<file path="src/rtl/assert_macros.svh">
// Assertion helpers shared by the RTL.
// KADT_ASSERT checks that a property holds; KADT_NEVER checks that a condition never holds.
`ifndef ASSERT_MACROS_SVH
`define ASSERT_MACROS_SVH

`ifndef SYNTHESIS
`define KADT_ASSERT(lbl, clk, rstn, prop) \
  lbl: assert property (@(posedge clk) disable iff (!rstn) prop) \
    else $error("assertion failed");
`define KADT_NEVER(lbl, clk, rstn, cond) \
  `KADT_ASSERT(lbl, clk, rstn, !(cond))
`else
`define KADT_ASSERT(lbl, clk, rstn, prop)
`define KADT_NEVER(lbl, clk, rstn, cond)
`endif

`endif

</file>
<file path="src/rtl/kadt_pkg.sv">
`timescale 1ns / 1ps

package kadt_pkg;

  // Default table depth
  localparam int unsigned KadtCapacity = 16;

  // Command codes
  localparam logic [2:0] CMD_PUSH_FRONT = 3'd0;
  localparam logic [2:0] CMD_PUSH_BACK  = 3'd1;
  localparam logic [2:0] CMD_POP_FRONT  = 3'd2;
  localparam logic [2:0] CMD_POP_BACK   = 3'd3;
  localparam logic [2:0] CMD_ACCUM      = 3'd4;

  // Status codes
  localparam logic [1:0] STAT_OK    = 2'd0;
  localparam logic [1:0] STAT_EMPTY = 2'd1;
  localparam logic [1:0] STAT_FULL  = 2'd2;

  typedef struct packed {
    logic [2:0]  cmd;
    logic [15:0] key;
    logic [15:0] count_a;
    logic [15:0] count_b;
  } in_req_t;

  typedef struct packed {
    logic [1:0]  status;
    logic [15:0] out_key;
    logic [15:0] out_count_a;
    logic [15:0] out_count_b;
    logic        merged;
    logic [4:0]  fill;
  } out_rsp_t;

  // One table slot as stored in memory
  typedef struct packed {
    logic [15:0] key;
    logic [15:0] count_a;
    logic [15:0] count_b;
  } entry_t;

  // Saturating 16-bit add
  function automatic logic [15:0] sat_add16(logic [15:0] a, logic [15:0] b);
    logic [16:0] s;
    s = {1'b0, a} + {1'b0, b};
    return s[16] ? 16'hFFFF : s[15:0];
  endfunction

endpackage

</file>
<file path="src/rtl/kadt_ram.sv">
`timescale 1ns / 1ps

// Simple dual-port RAM, one write and one registered read port
module kadt_ram #(
  parameter int unsigned WIDTH = 48,
  parameter int unsigned DEPTH = 16
) (
  input  logic                     clk_i,
  input  logic                     wr_en_i,
  input  logic [$clog2(DEPTH)-1:0] wr_addr_i,
  input  logic [WIDTH-1:0]         wr_data_i,
  input  logic                     rd_en_i,
  input  logic [$clog2(DEPTH)-1:0] rd_addr_i,
  output logic [WIDTH-1:0]         rd_data_o
);

  logic [WIDTH-1:0] mem [DEPTH];
  logic [WIDTH-1:0] rd_data_q;

  always_ff @(posedge clk_i) begin
    if (wr_en_i) begin
      mem[wr_addr_i] <= wr_data_i;
    end
    if (rd_en_i) begin
      rd_data_q <= mem[rd_addr_i];
    end
  end

  assign rd_data_o = rd_data_q;

endmodule

</file>
<file path="src/rtl/keyed_accumulate_deque_table_core.sv">
// Keyed accumulate deque table.
// Requests enter on in_valid_i/in_stall_o with payload in_req_i; each request gives one
// response on out_valid_o/out_stall_i with payload out_rsp_o.
// Entries live in a ring buffer in one RAM (head pointer plus fill count), so front and
// back inserts and removes never move data.
// Path from request to response valid:
//   inserts, refused or ignored requests: result in res_q (S_RESP), then output register
//   removes: RAM read, entry taken in S_POP, then S_RESP and the output register
//   accumulate: search in S_SEARCH, then S_RESP; the key search reads one entry per cycle
//   through the single RAM read port and stops at the first match.
// One request is worked on at a time: in_stall_o is high from acceptance until its
// response sits in the output register. A new request is taken while that response
// still waits on a stalled receiver; the next response then waits in the block.
// Reset empties the table at once (fill count and head cleared); RAM contents are
// never read before being written, so no clearing pass is needed.
`timescale 1ns / 1ps
`include "assert_macros.svh"

module keyed_accumulate_deque_table_core
  import kadt_pkg::*;
#(
  parameter int unsigned CAPACITY = KadtCapacity
) (
  input  logic     clk_i,
  input  logic     rst_ni,
  input  logic     in_valid_i,
  output logic     in_stall_o,
  input  in_req_t  in_req_i,
  output logic     out_valid_o,
  input  logic     out_stall_i,
  output out_rsp_t out_rsp_o
);

  localparam int unsigned PW = $clog2(CAPACITY);
  localparam int unsigned CW = $clog2(CAPACITY + 1);

  typedef enum logic [3:0] {
    S_IDLE   = 4'b0001,
    S_POP    = 4'b0010,
    S_SEARCH = 4'b0100,
    S_RESP   = 4'b1000
  } state_e;

  state_e         st_q, st_d;
  logic [PW-1:0]  hd_q, hd_d;
  logic [CW-1:0]  cnt_q, cnt_d;
  entry_t         item_q, item_d;
  logic [PW-1:0]  ptr_q, ptr_d;
  logic [CW-1:0]  idx_q, idx_d;
  logic           pv_q, pv_d;
  logic [PW-1:0]  pa_q, pa_d;
  out_rsp_t       res_q, res_d;
  logic           out_valid_q, out_valid_d;
  out_rsp_t       out_q, out_d;

  logic           wr_en, rd_en, fill_upd;
  logic [PW-1:0]  wr_addr, rd_addr;
  entry_t         wr_data, rd_data;
  logic [$bits(entry_t)-1:0] rd_raw;

  logic           accept, full, empty, hit;
  logic [CW:0]    tsum, lsum;
  logic [PW-1:0]  tail, last, hd_inc, hd_dec, ptr_inc;

  // Ring pointer arithmetic
  assign full   = (cnt_q == CW'(CAPACITY));
  assign empty  = (cnt_q == '0);
  assign tsum   = (CW+1)'(hd_q) + (CW+1)'(cnt_q);
  assign lsum   = tsum - (CW+1)'(1);
  assign tail   = (tsum >= (CW+1)'(CAPACITY)) ? PW'(tsum - (CW+1)'(CAPACITY)) : PW'(tsum);
  assign last   = (lsum >= (CW+1)'(CAPACITY)) ? PW'(lsum - (CW+1)'(CAPACITY)) : PW'(lsum);
  assign hd_inc = (hd_q == PW'(CAPACITY - 1)) ? '0 : hd_q + PW'(1);
  assign hd_dec = (hd_q == '0) ? PW'(CAPACITY - 1) : hd_q - PW'(1);
  assign ptr_inc = (ptr_q == PW'(CAPACITY - 1)) ? '0 : ptr_q + PW'(1);

  assign accept = in_valid_i && (st_q == S_IDLE);
  assign rd_data = entry_t'(rd_raw);
  assign hit    = pv_q && (rd_data.key == item_q.key);

  // Command sequencer
  always_comb begin
    st_d        = st_q;
    hd_d        = hd_q;
    cnt_d       = cnt_q;
    item_d      = item_q;
    ptr_d       = ptr_q;
    idx_d       = idx_q;
    pv_d        = 1'b0;
    pa_d        = pa_q;
    res_d       = res_q;
    out_valid_d = out_valid_q && out_stall_i;
    out_d       = out_q;
    wr_en       = 1'b0;
    wr_addr     = tail;
    wr_data     = item_q;
    rd_en       = 1'b0;
    rd_addr     = hd_q;
    fill_upd    = 1'b0;

    case (st_q)
      S_IDLE: begin
        if (accept) begin
          item_d   = '{key: in_req_i.key, count_a: in_req_i.count_a,
                       count_b: in_req_i.count_b};
          res_d    = '0;
          fill_upd = 1'b1;
          st_d     = S_RESP;
          case (in_req_i.cmd)
            CMD_PUSH_FRONT: begin
              if (full) begin
                res_d.status = STAT_FULL;
              end else begin
                wr_en   = 1'b1;
                wr_addr = hd_dec;
                wr_data = item_d;
                hd_d    = hd_dec;
                cnt_d   = cnt_q + CW'(1);
              end
            end
            CMD_PUSH_BACK: begin
              if (full) begin
                res_d.status = STAT_FULL;
              end else begin
                wr_en   = 1'b1;
                wr_addr = tail;
                wr_data = item_d;
                cnt_d   = cnt_q + CW'(1);
              end
            end
            CMD_POP_FRONT: begin
              if (empty) begin
                res_d.status = STAT_EMPTY;
              end else begin
                rd_en   = 1'b1;
                rd_addr = hd_q;
                hd_d    = hd_inc;
                cnt_d   = cnt_q - CW'(1);
                st_d    = S_POP;
              end
            end
            CMD_POP_BACK: begin
              if (empty) begin
                res_d.status = STAT_EMPTY;
              end else begin
                rd_en   = 1'b1;
                rd_addr = last;
                cnt_d   = cnt_q - CW'(1);
                st_d    = S_POP;
              end
            end
            CMD_ACCUM: begin
              fill_upd = 1'b0;
              ptr_d    = hd_q;
              idx_d    = '0;
              st_d     = S_SEARCH;
            end
            default: ;
          endcase
        end
      end

      // Removed entry arrives from the RAM
      S_POP: begin
        res_d.out_key     = rd_data.key;
        res_d.out_count_a = rd_data.count_a;
        res_d.out_count_b = rd_data.count_b;
        st_d              = S_RESP;
      end

      // Key search: one read issued per cycle, compared in the following cycle
      S_SEARCH: begin
        if (hit) begin
          wr_en           = 1'b1;
          wr_addr         = pa_q;
          wr_data.key     = rd_data.key;
          wr_data.count_a = sat_add16(rd_data.count_a, item_q.count_a);
          wr_data.count_b = sat_add16(rd_data.count_b, item_q.count_b);
          res_d.merged    = 1'b1;
          fill_upd        = 1'b1;
          st_d            = S_RESP;
        end else if (idx_q == cnt_q) begin
          if (full) begin
            res_d.status = STAT_FULL;
          end else begin
            wr_en   = 1'b1;
            wr_addr = tail;
            cnt_d   = cnt_q + CW'(1);
          end
          fill_upd = 1'b1;
          st_d     = S_RESP;
        end else begin
          rd_en   = 1'b1;
          rd_addr = ptr_q;
          ptr_d   = ptr_inc;
          idx_d   = idx_q + CW'(1);
          pv_d    = 1'b1;
          pa_d    = ptr_q;
        end
      end

      // Hand the response to the output register once it is free
      S_RESP: begin
        if (!out_valid_q || !out_stall_i) begin
          out_valid_d = 1'b1;
          out_d       = res_q;
          st_d        = S_IDLE;
        end
      end

      default: begin
        st_d = S_IDLE;
      end
    endcase

    if (fill_upd) begin
      res_d.fill = 5'(cnt_d);
    end
  end

  // Control state
  always_ff @(posedge clk_i or negedge rst_ni) begin
    if (!rst_ni) begin
      st_q        <= S_IDLE;
      hd_q        <= '0;
      cnt_q       <= '0;
      pv_q        <= 1'b0;
      out_valid_q <= 1'b0;
    end else begin
      st_q        <= st_d;
      hd_q        <= hd_d;
      cnt_q       <= cnt_d;
      pv_q        <= pv_d;
      out_valid_q <= out_valid_d;
    end
  end

  // Payload and search registers
  always_ff @(posedge clk_i) begin
    item_q <= item_d;
    ptr_q  <= ptr_d;
    idx_q  <= idx_d;
    pa_q   <= pa_d;
    res_q  <= res_d;
    out_q  <= out_d;
  end

  kadt_ram #(
    .WIDTH($bits(entry_t)),
    .DEPTH(CAPACITY)
  ) u_ram (
    .clk_i    (clk_i),
    .wr_en_i  (wr_en),
    .wr_addr_i(wr_addr),
    .wr_data_i(wr_data),
    .rd_en_i  (rd_en),
    .rd_addr_i(rd_addr),
    .rd_data_o(rd_raw)
  );

  assign in_stall_o  = (st_q != S_IDLE);
  assign out_valid_o = out_valid_q;
  assign out_rsp_o   = out_q;

  // Checks
  `KADT_ASSERT(a_cnt_bound, clk_i, rst_ni, cnt_q <= CW'(CAPACITY))
  `KADT_NEVER(a_rd_wr_excl, clk_i, rst_ni, wr_en && rd_en)
  `KADT_ASSERT(a_wr_state, clk_i, rst_ni, wr_en |-> (st_q == S_IDLE || st_q == S_SEARCH))
  `KADT_NEVER(a_idx_bound, clk_i, rst_ni, st_q == S_SEARCH && idx_q > cnt_q)
  `KADT_ASSERT(a_pop_read, clk_i, rst_ni, st_q == S_POP |-> $past(rd_en))

endmodule
</file>
<file path="config.mk">
export PLATFORM = sky130hd
export DESIGN_NAME = keyed_accumulate_deque_table_core
export DESIGN_NICKNAME = d
export VERILOG_FILES = /design/src/rtl/kadt_pkg.sv /design/src/rtl/kadt_ram.sv /design/src/rtl/keyed_accumulate_deque_table_core.sv
export VERILOG_INCLUDE_DIRS = /design/src /design/src/rtl
export SDC_FILE = /design/constraint.sdc
export NUM_CORES = 1
export LEC_CHECK = 0
export ABC_AREA = 0
export BUFFER_PORTS_ARGS = -buffer_cell sky130_fd_sc_hd__clkbuf_2
export CAP_MARGIN = 20
export CORE_ASPECT_RATIO = 0.8
export CORE_MARGIN = 4
export CORE_UTILIZATION = 40
export CTS_CLUSTER_DIAMETER = 30
export DETAILED_ROUTE_END_ITERATION = 16
export GPL_ROUTABILITY_DRIVEN = 0
export PLACE_DENSITY_LB_ADDON = 0.3
export SETUP_SLACK_MARGIN = 0.2
export SYNTH_ARGS = -nofsm -noshare
export SYNTH_HDL_FRONTEND = slang
export SYNTH_HIERARCHICAL = 1
export SYNTH_SLANG_ARGS = --single-unit
</file>
<file path="constraint.sdc">
create_clock -name clk_i -period 6.74 [get_ports clk_i]
set_input_delay 1.348 -clock clk_i [delete_from_list [all_inputs] [get_ports clk_i]]
set_output_delay 1.348 -clock clk_i [all_outputs]
set_load 0.1 [all_outputs]
</file>
# --- Yosys cells after proc, flatten, opt, wreduce, memory -nomap -nowiden ---
# Memory sizes are Yosys's and may differ from the RTL's. A register that Yosys moved wholly into a read port is not among the register bits.
# Index checks and enable logic that the tools add are counted.
classes:
  n_addsub: 12
  order_cmp: 2
  n_eq_ne: 25
  n_mux: 85
  n_bitwise: 2
  reduce_logical: 26
op_table:
  columns: ["operator", "n"]
  rows:
  - ["48-bit two-way mux", 4]
  - ["48-bit case mux with 2 select lines", 2]
  - ["4-bit two-way mux", 25]
  - ["56-bit two-way mux", 1]
  - ["5-bit two-way mux", 11]
  - ["4-bit case mux with 2 select lines", 5]
  - ["16-bit by 16-bit adder with 17-bit output", 2]
  - ["16-bit two-way mux", 2]
  - ["5-bit case mux with 2 select lines", 3]
  - ["1-bit two-way mux", 21]
  - ["2-bit inequality test (second input constant)", 9]
  - ["16-bit == test", 1]
  - ["4-bit case mux with 4 select lines", 1]
  - ["5-bit AND reduction", 3]
  - ["4-bit == test (second input constant)", 3]
  - ["6-bit by 5-bit >= comparator with 1-bit output (second input constant)", 2]
  - ["4-bit by 1-bit subtractor with 4-bit output (second input constant)", 3]
  - ["5-bit by 1-bit adder with 5-bit output (second input constant)", 2]
  - ["2-bit nonzero test", 5]
  - ["3-bit AND reduction", 3]
  - ["4-bit by 1-bit adder with 4-bit output (second input constant)", 2]
  - ["2-bit two-way mux", 4]
  - ["1-bit case mux with 2 select lines", 4]
  - ["2-bit case mux with 2 select lines", 2]
  - ["23 further kinds", 32]
word_totals:
  reg_bits: 188
  mem_bits_rw: 768
  in_bits: 55
  output_inout_bits: 58
  n_memories: 1
mem_list:
  columns: ["name", "words", "width", "rd", "rd_clocked_by_memory_dff", "wr", "line_no", "text"]
  rows:
  - ["u_ram.mem", 16, 48, 1, 1, 1, "kadt_ram.sv:17", "logic [WIDTH-1:0] mem [DEPTH];"]

# --- Logic depth before layout (Yosys ltp) ---
logic_depth:
  word_depth: 8
  mapped_depth: 14

# --- By module ---
# Netlist, hierarchy kept.
by_module_without_submodules:
  columns: ["module", "n_inst", "cells_per_inst", "area_per_inst_um2", "seq_area_each_um2"]
  rows:
  - ["kadt_ram", 1, 1242, 30175.2, 24503.5]
  - ["keyed_accumulate_deque_table_core", 1, 912, 10242.3, 5571.6]

# --- Worst setup path after synthesis ---
# No wires, ideal clock.
synth_path:
  kind: "in2reg"
  startpoint: "input in_req_i[49] (netlist name)"
  endpoint: "memory u_ram.mem[0][0] (enable)"
  setup_time_ns: 0.513
  t_arrival_ns: 6.186
  required_ns: 6.227
  setup_slack_ns: 0.041
  stages: 9
  cell_sequence: "buf_2 nor2_1 nand3_2 a21oi_2 nand2b_1 nand2_1 o21ai_1 or3b_2 nor3_1"
synth_rtl:
  columns: ["element", "line_no", "text"]
  rows:
  - ["start: declaration", "keyed_accumulate_deque_table_core.sv:28", "input in_req_t in_req_i,"]
  - ["3-bit logical NOT", "keyed_accumulate_deque_table_core.sv:108", "case (in_req_i.cmd)"]
  - ["4-bit two-way mux", null, null]
  - ["4-bit two-way mux", "keyed_accumulate_deque_table_core.sv:102", "if (accept) begin"]
  - ["4-bit case mux with 2 select lines", "keyed_accumulate_deque_table_core.sv:100", "case (st_q)"]
  - ["net wr_addr[2]", "keyed_accumulate_deque_table_core.sv:57", "logic [PW-1:0] wr_addr, rd_addr;"]
  - ["end: declaration", "kadt_ram.sv:17", null]
# The timed path passes the listed nets, and every way through them passes these cells.

# --- Worst setup path in the final report ---
layout_path:
  startpoint: "register u_ram.rd_data_q[41], in the netlist u_ram/rd_data_o[41], read port of u_ram.mem"
  endpoint: "register u_ram.rd_data_q[42], in the netlist u_ram/rd_data_o[42], read port of u_ram.mem (data pin)"
layout_between:
  elab_chain_len: 4
layout_rtl:
  columns: ["element", "line_no", "text"]
  rows:
  - ["start: declaration", "kadt_ram.sv:18", "logic [WIDTH-1:0] rd_data_q;"]
  - ["16-bit == test", "keyed_accumulate_deque_table_core.sv:78", "assign hit = pv_q && (rd_data.key == item_q.key);"]
  - ["1-bit logical AND", "keyed_accumulate_deque_table_core.sv:78", null]
  - ["4-bit two-way mux", "keyed_accumulate_deque_table_core.sv:172", "if (hit) begin"]
  - ["4-bit case mux with 2 select lines", "keyed_accumulate_deque_table_core.sv:100", null]
  - ["net rd_addr[0]", "keyed_accumulate_deque_table_core.sv:57", null]
# The timed path passes the listed nets, and every way through them passes these cells.
# A chain may end at the register's enable or synchronous reset.

==> results.cfg <==
[sta]
fin_crit_ps = 4810
rsz0062_at_grt = false
finalHoldViolations = 0
min_period_over_period_pct = 71.3
setup_ws_ps = 1930
slew_headroom_pct = 29.1
setup_violations = 0
drv_slew = 0
worst_hold_slack_ps = 409
skew_ps = 18.2
finalSetupTns_ps = 0
worstMarginPinSlew_ps = 1060
fmax_mhz = 208

[clock_network]
clk_latency_ps = 730
cts_buffers = 179
clk_path_buf_depth = 3
cts_tree = yes
post_cts_buffers = 0
cts_hold_buffers = 0
clkSlewWorstSetupHoldPaths_ps = 50
root_buffer = clkbuf_16
htreeDepth = 4
numClockSinks = 1004
cts_resized = 0

[worst_setup_path]
cpMaxStageDelayCell = a221o_4
worstReg2RegEnd = u_ram/rd_data_o[42]$_DFFE_PP_
cp-end-kind = flop
cp.arrival_ps = 5270
cp_max_fo = 40
rr_worst_depth = 11
r2r_slack_ps = 1930
start_kind = flop
worstPathCellList = xor2_1, nor4_2, nand3_1, o211a_1, a21oi_2, a221o_4, buf_12, buf_12, mux4_2, a22oi_1, nand2_1
cp_common_cell = buf_12
critPathRequiredTime_ps = 7200
critical_path_class = flop to flop
max_stage_delay_ps = 590
rr_startpoint = u_ram/rd_data_o[41]$_DFFE_PP_

[die]
die_area_sq_mm = 0.106
rows = 103
initial_core_util_pct = 40.6
core_sq_mm = 0.0995
die_y_um = 292
io_pins = 113
fp.dieW_um = 363

[synth]
postSynthAreaPerCell_sq_um = 18.8
synth_top_flop_cell = edfxtp_1
synth_cell_types = 76
synthCells = 2154
ys_warn_count = 6
synth_seq_cells = 1004
yosysSeqAreaShare_pct = 74.4
synth-edff-count = 989
async_flop_share_pct = 1.49
synthesis.area_sq_mm = 0.0404
syn_nets = 2254

[finish]
fillers = 8033
finish.instance_area_sq_mm = 0.0491
utilization_pct = 49.3
layout-drive-gt1-share_pct = 28.1
fin_cells = 3868
areaGrowthSynthToFinish_pct = 21.5
layout.nets = 2507

[power_and_ir_drop]
ir_drop_v = 0.000240
p_per_area_mw_per_mm2 = 448
leakagePower_nw = 16.4
power.total_mw = 22.0

[global_routing]
grt_overflow = 0
grt_first_pass_wirelength_um = 152000
grt_pass1_vias = 22700
grt_max_degree = 67
track_usage_pct = 19.4
antenna_found_initial = 0

[hold_path]
holdPathStages = 0
min_from = res_q[46]$_SDFFCE_PN0P_
min_to = out_rsp_o[46]$_DFFE_PP_
hp-class = flop to flop

[placed_design]
dp_cells = 3529
portBuffers = 112
placed_cell_area_sq_mm = 0.0430
place_hpwl_um = 57800
dp_slack_ps = 1570

[detailed_routing]
vias = 22400
ant_nets = 0
avgRoutedWirePerCell_um = 27.0
remaining_drc_errors = 0
routed_wl_um = 104000
drt_iter0_drc = 2371
drt_first_pass_iters = 6
vias_per_cell = 5.78

[status]
status = finished, final reports clean

[run]
maxCapViolCount = 0
## power breakdown
part / switching [mW] / internal [mW]
Sequential: 0.241 / 7.80
Combinational: 3.19 / 1.87
Clock: 3.11 / 5.80
## state kept, by name, indices dropped and copies added, names as in the netlist, 4 cells and up
register,flops
idx_q,5
item_q,48
u_ram/rd_data_o,48
st_q,4
ptr_q,4
u_ram/mem,768
cnt_q,5
out_rsp_o,56
hd_q,4
pa_q,4
res_q,56
## worst max-delay path by stage
| stage | from | to | slack [ps] | cells after the start |
|---|---|---|---|---|
| 6_report | u_ram/rd_data_o[41]$_DFFE_PP_ | u_ram/rd_data_o[42]$_DFFE_PP_ | 1930 | 11 |
| 5_1_grt | u_ram/rd_data_o[41]$_DFFE_PP_ | u_ram/rd_data_o[36]$_DFFE_PP_ | 1680 | 11 |
| 4_1_cts | u_ram/rd_data_o[41]$_DFFE_PP_ | u_ram/rd_data_o[44]$_DFFE_PP_ | 1940 | 11 |
| 3_5_place_dp | in_req_i[49] | u_ram/rd_data_o[44]$_DFFE_PP_ | 1570 | 12 |
| 3_3_place_gp | in_req_i[49] | u_ram/rd_data_o[36]$_DFFE_PP_ | 1590 | 12 |
| 2_1_floorplan | in_req_i[49] | u_ram/mem[0][0]$_DFFE_PP_ | 40 | 9 |
## critical path: cells and delay by family (launching register included)
family / cells / cell delay, ps
compound gates: 4 / 1660
xor+xnor: 1 / 210
buf+inv: 2 / 680
flops: 1 / 450
mux: 1 / 540
simple gates: 3 / 890
## final cells by class
type | count | area [sq um] | area share (%)
clock buffers | 198 | 4640 | 9.44
inverters | 18 | 67.6 | 0.138
well taps | 1312 | 1640 | 3.34
multi-input cells | 1023 | 9940 | 20.3
clock inverters | 130 | 1420 | 2.89
repair buffers | 181 | 1300 | 2.66
flip-flops and latches | 1004 | 30100 | 61.3
diodes | 2 | 5.00 | 0.0102
## cell usage after synthesis (34+ instances only)
master	number	area, sq um
ha_1	42	526
clkbuf_1	57	214
and2_1	53	332
nor2_1	69	259
nand2_1	111	417
a22oi_1	118	886
o21ai_0	50	250
xor2_1	34	298
edfxtp_1	989	29700
nand3_1	45	225
mux4_2	192	4320
a21oi_1	59	295
## layout by cell type (no fill, tap or decap), types with 23 or more instances in the layout
| cell type | count |
|---|---|
| and2_1 | 52 |
| xor2_1 | 34 |
| nand3_1 | 45 |
| o22ai_1 | 23 |
| inv_6 | 27 |
| a21oi_1 | 58 |
| a22oi_1 | 118 |
| clkbuf_2 | 112 |
| o21ai_0 | 50 |
| mux4_2 | 192 |
| nor2_1 | 56 |
| edfxtp_1 | 989 |
| clkbuf_16 | 183 |
| nand2_1 | 110 |
| ha_1 | 42 |
| buf_4 | 51 |
## kinds of logic (layout without fill, tap and decap cells)
kind of cell    Yosys count  in the layout  share of synthesized area (%)
compound gates          365            365                           6.15
xor+xnor                 56             56                           1.21
fa+ha+maj                45             45                           1.45
buf+inv                 127            527                           1.46
flops                  1004           1004                           74.4
mux                     199            199                           10.9
other cells               0              2                              0
simple gates            358            358                           4.43
## metal layers
layer  share of wire, %  vias up  global-route usage, %
met3                9.2      171                   4.46
met5                  0        -                      0
met1                 42    11600                   27.4
met2                 47     1128                   30.6
li1                   -     9437                      -
met4                2.0        0                   5.61
Note: power is estimated with default switching activity, not from simulation.
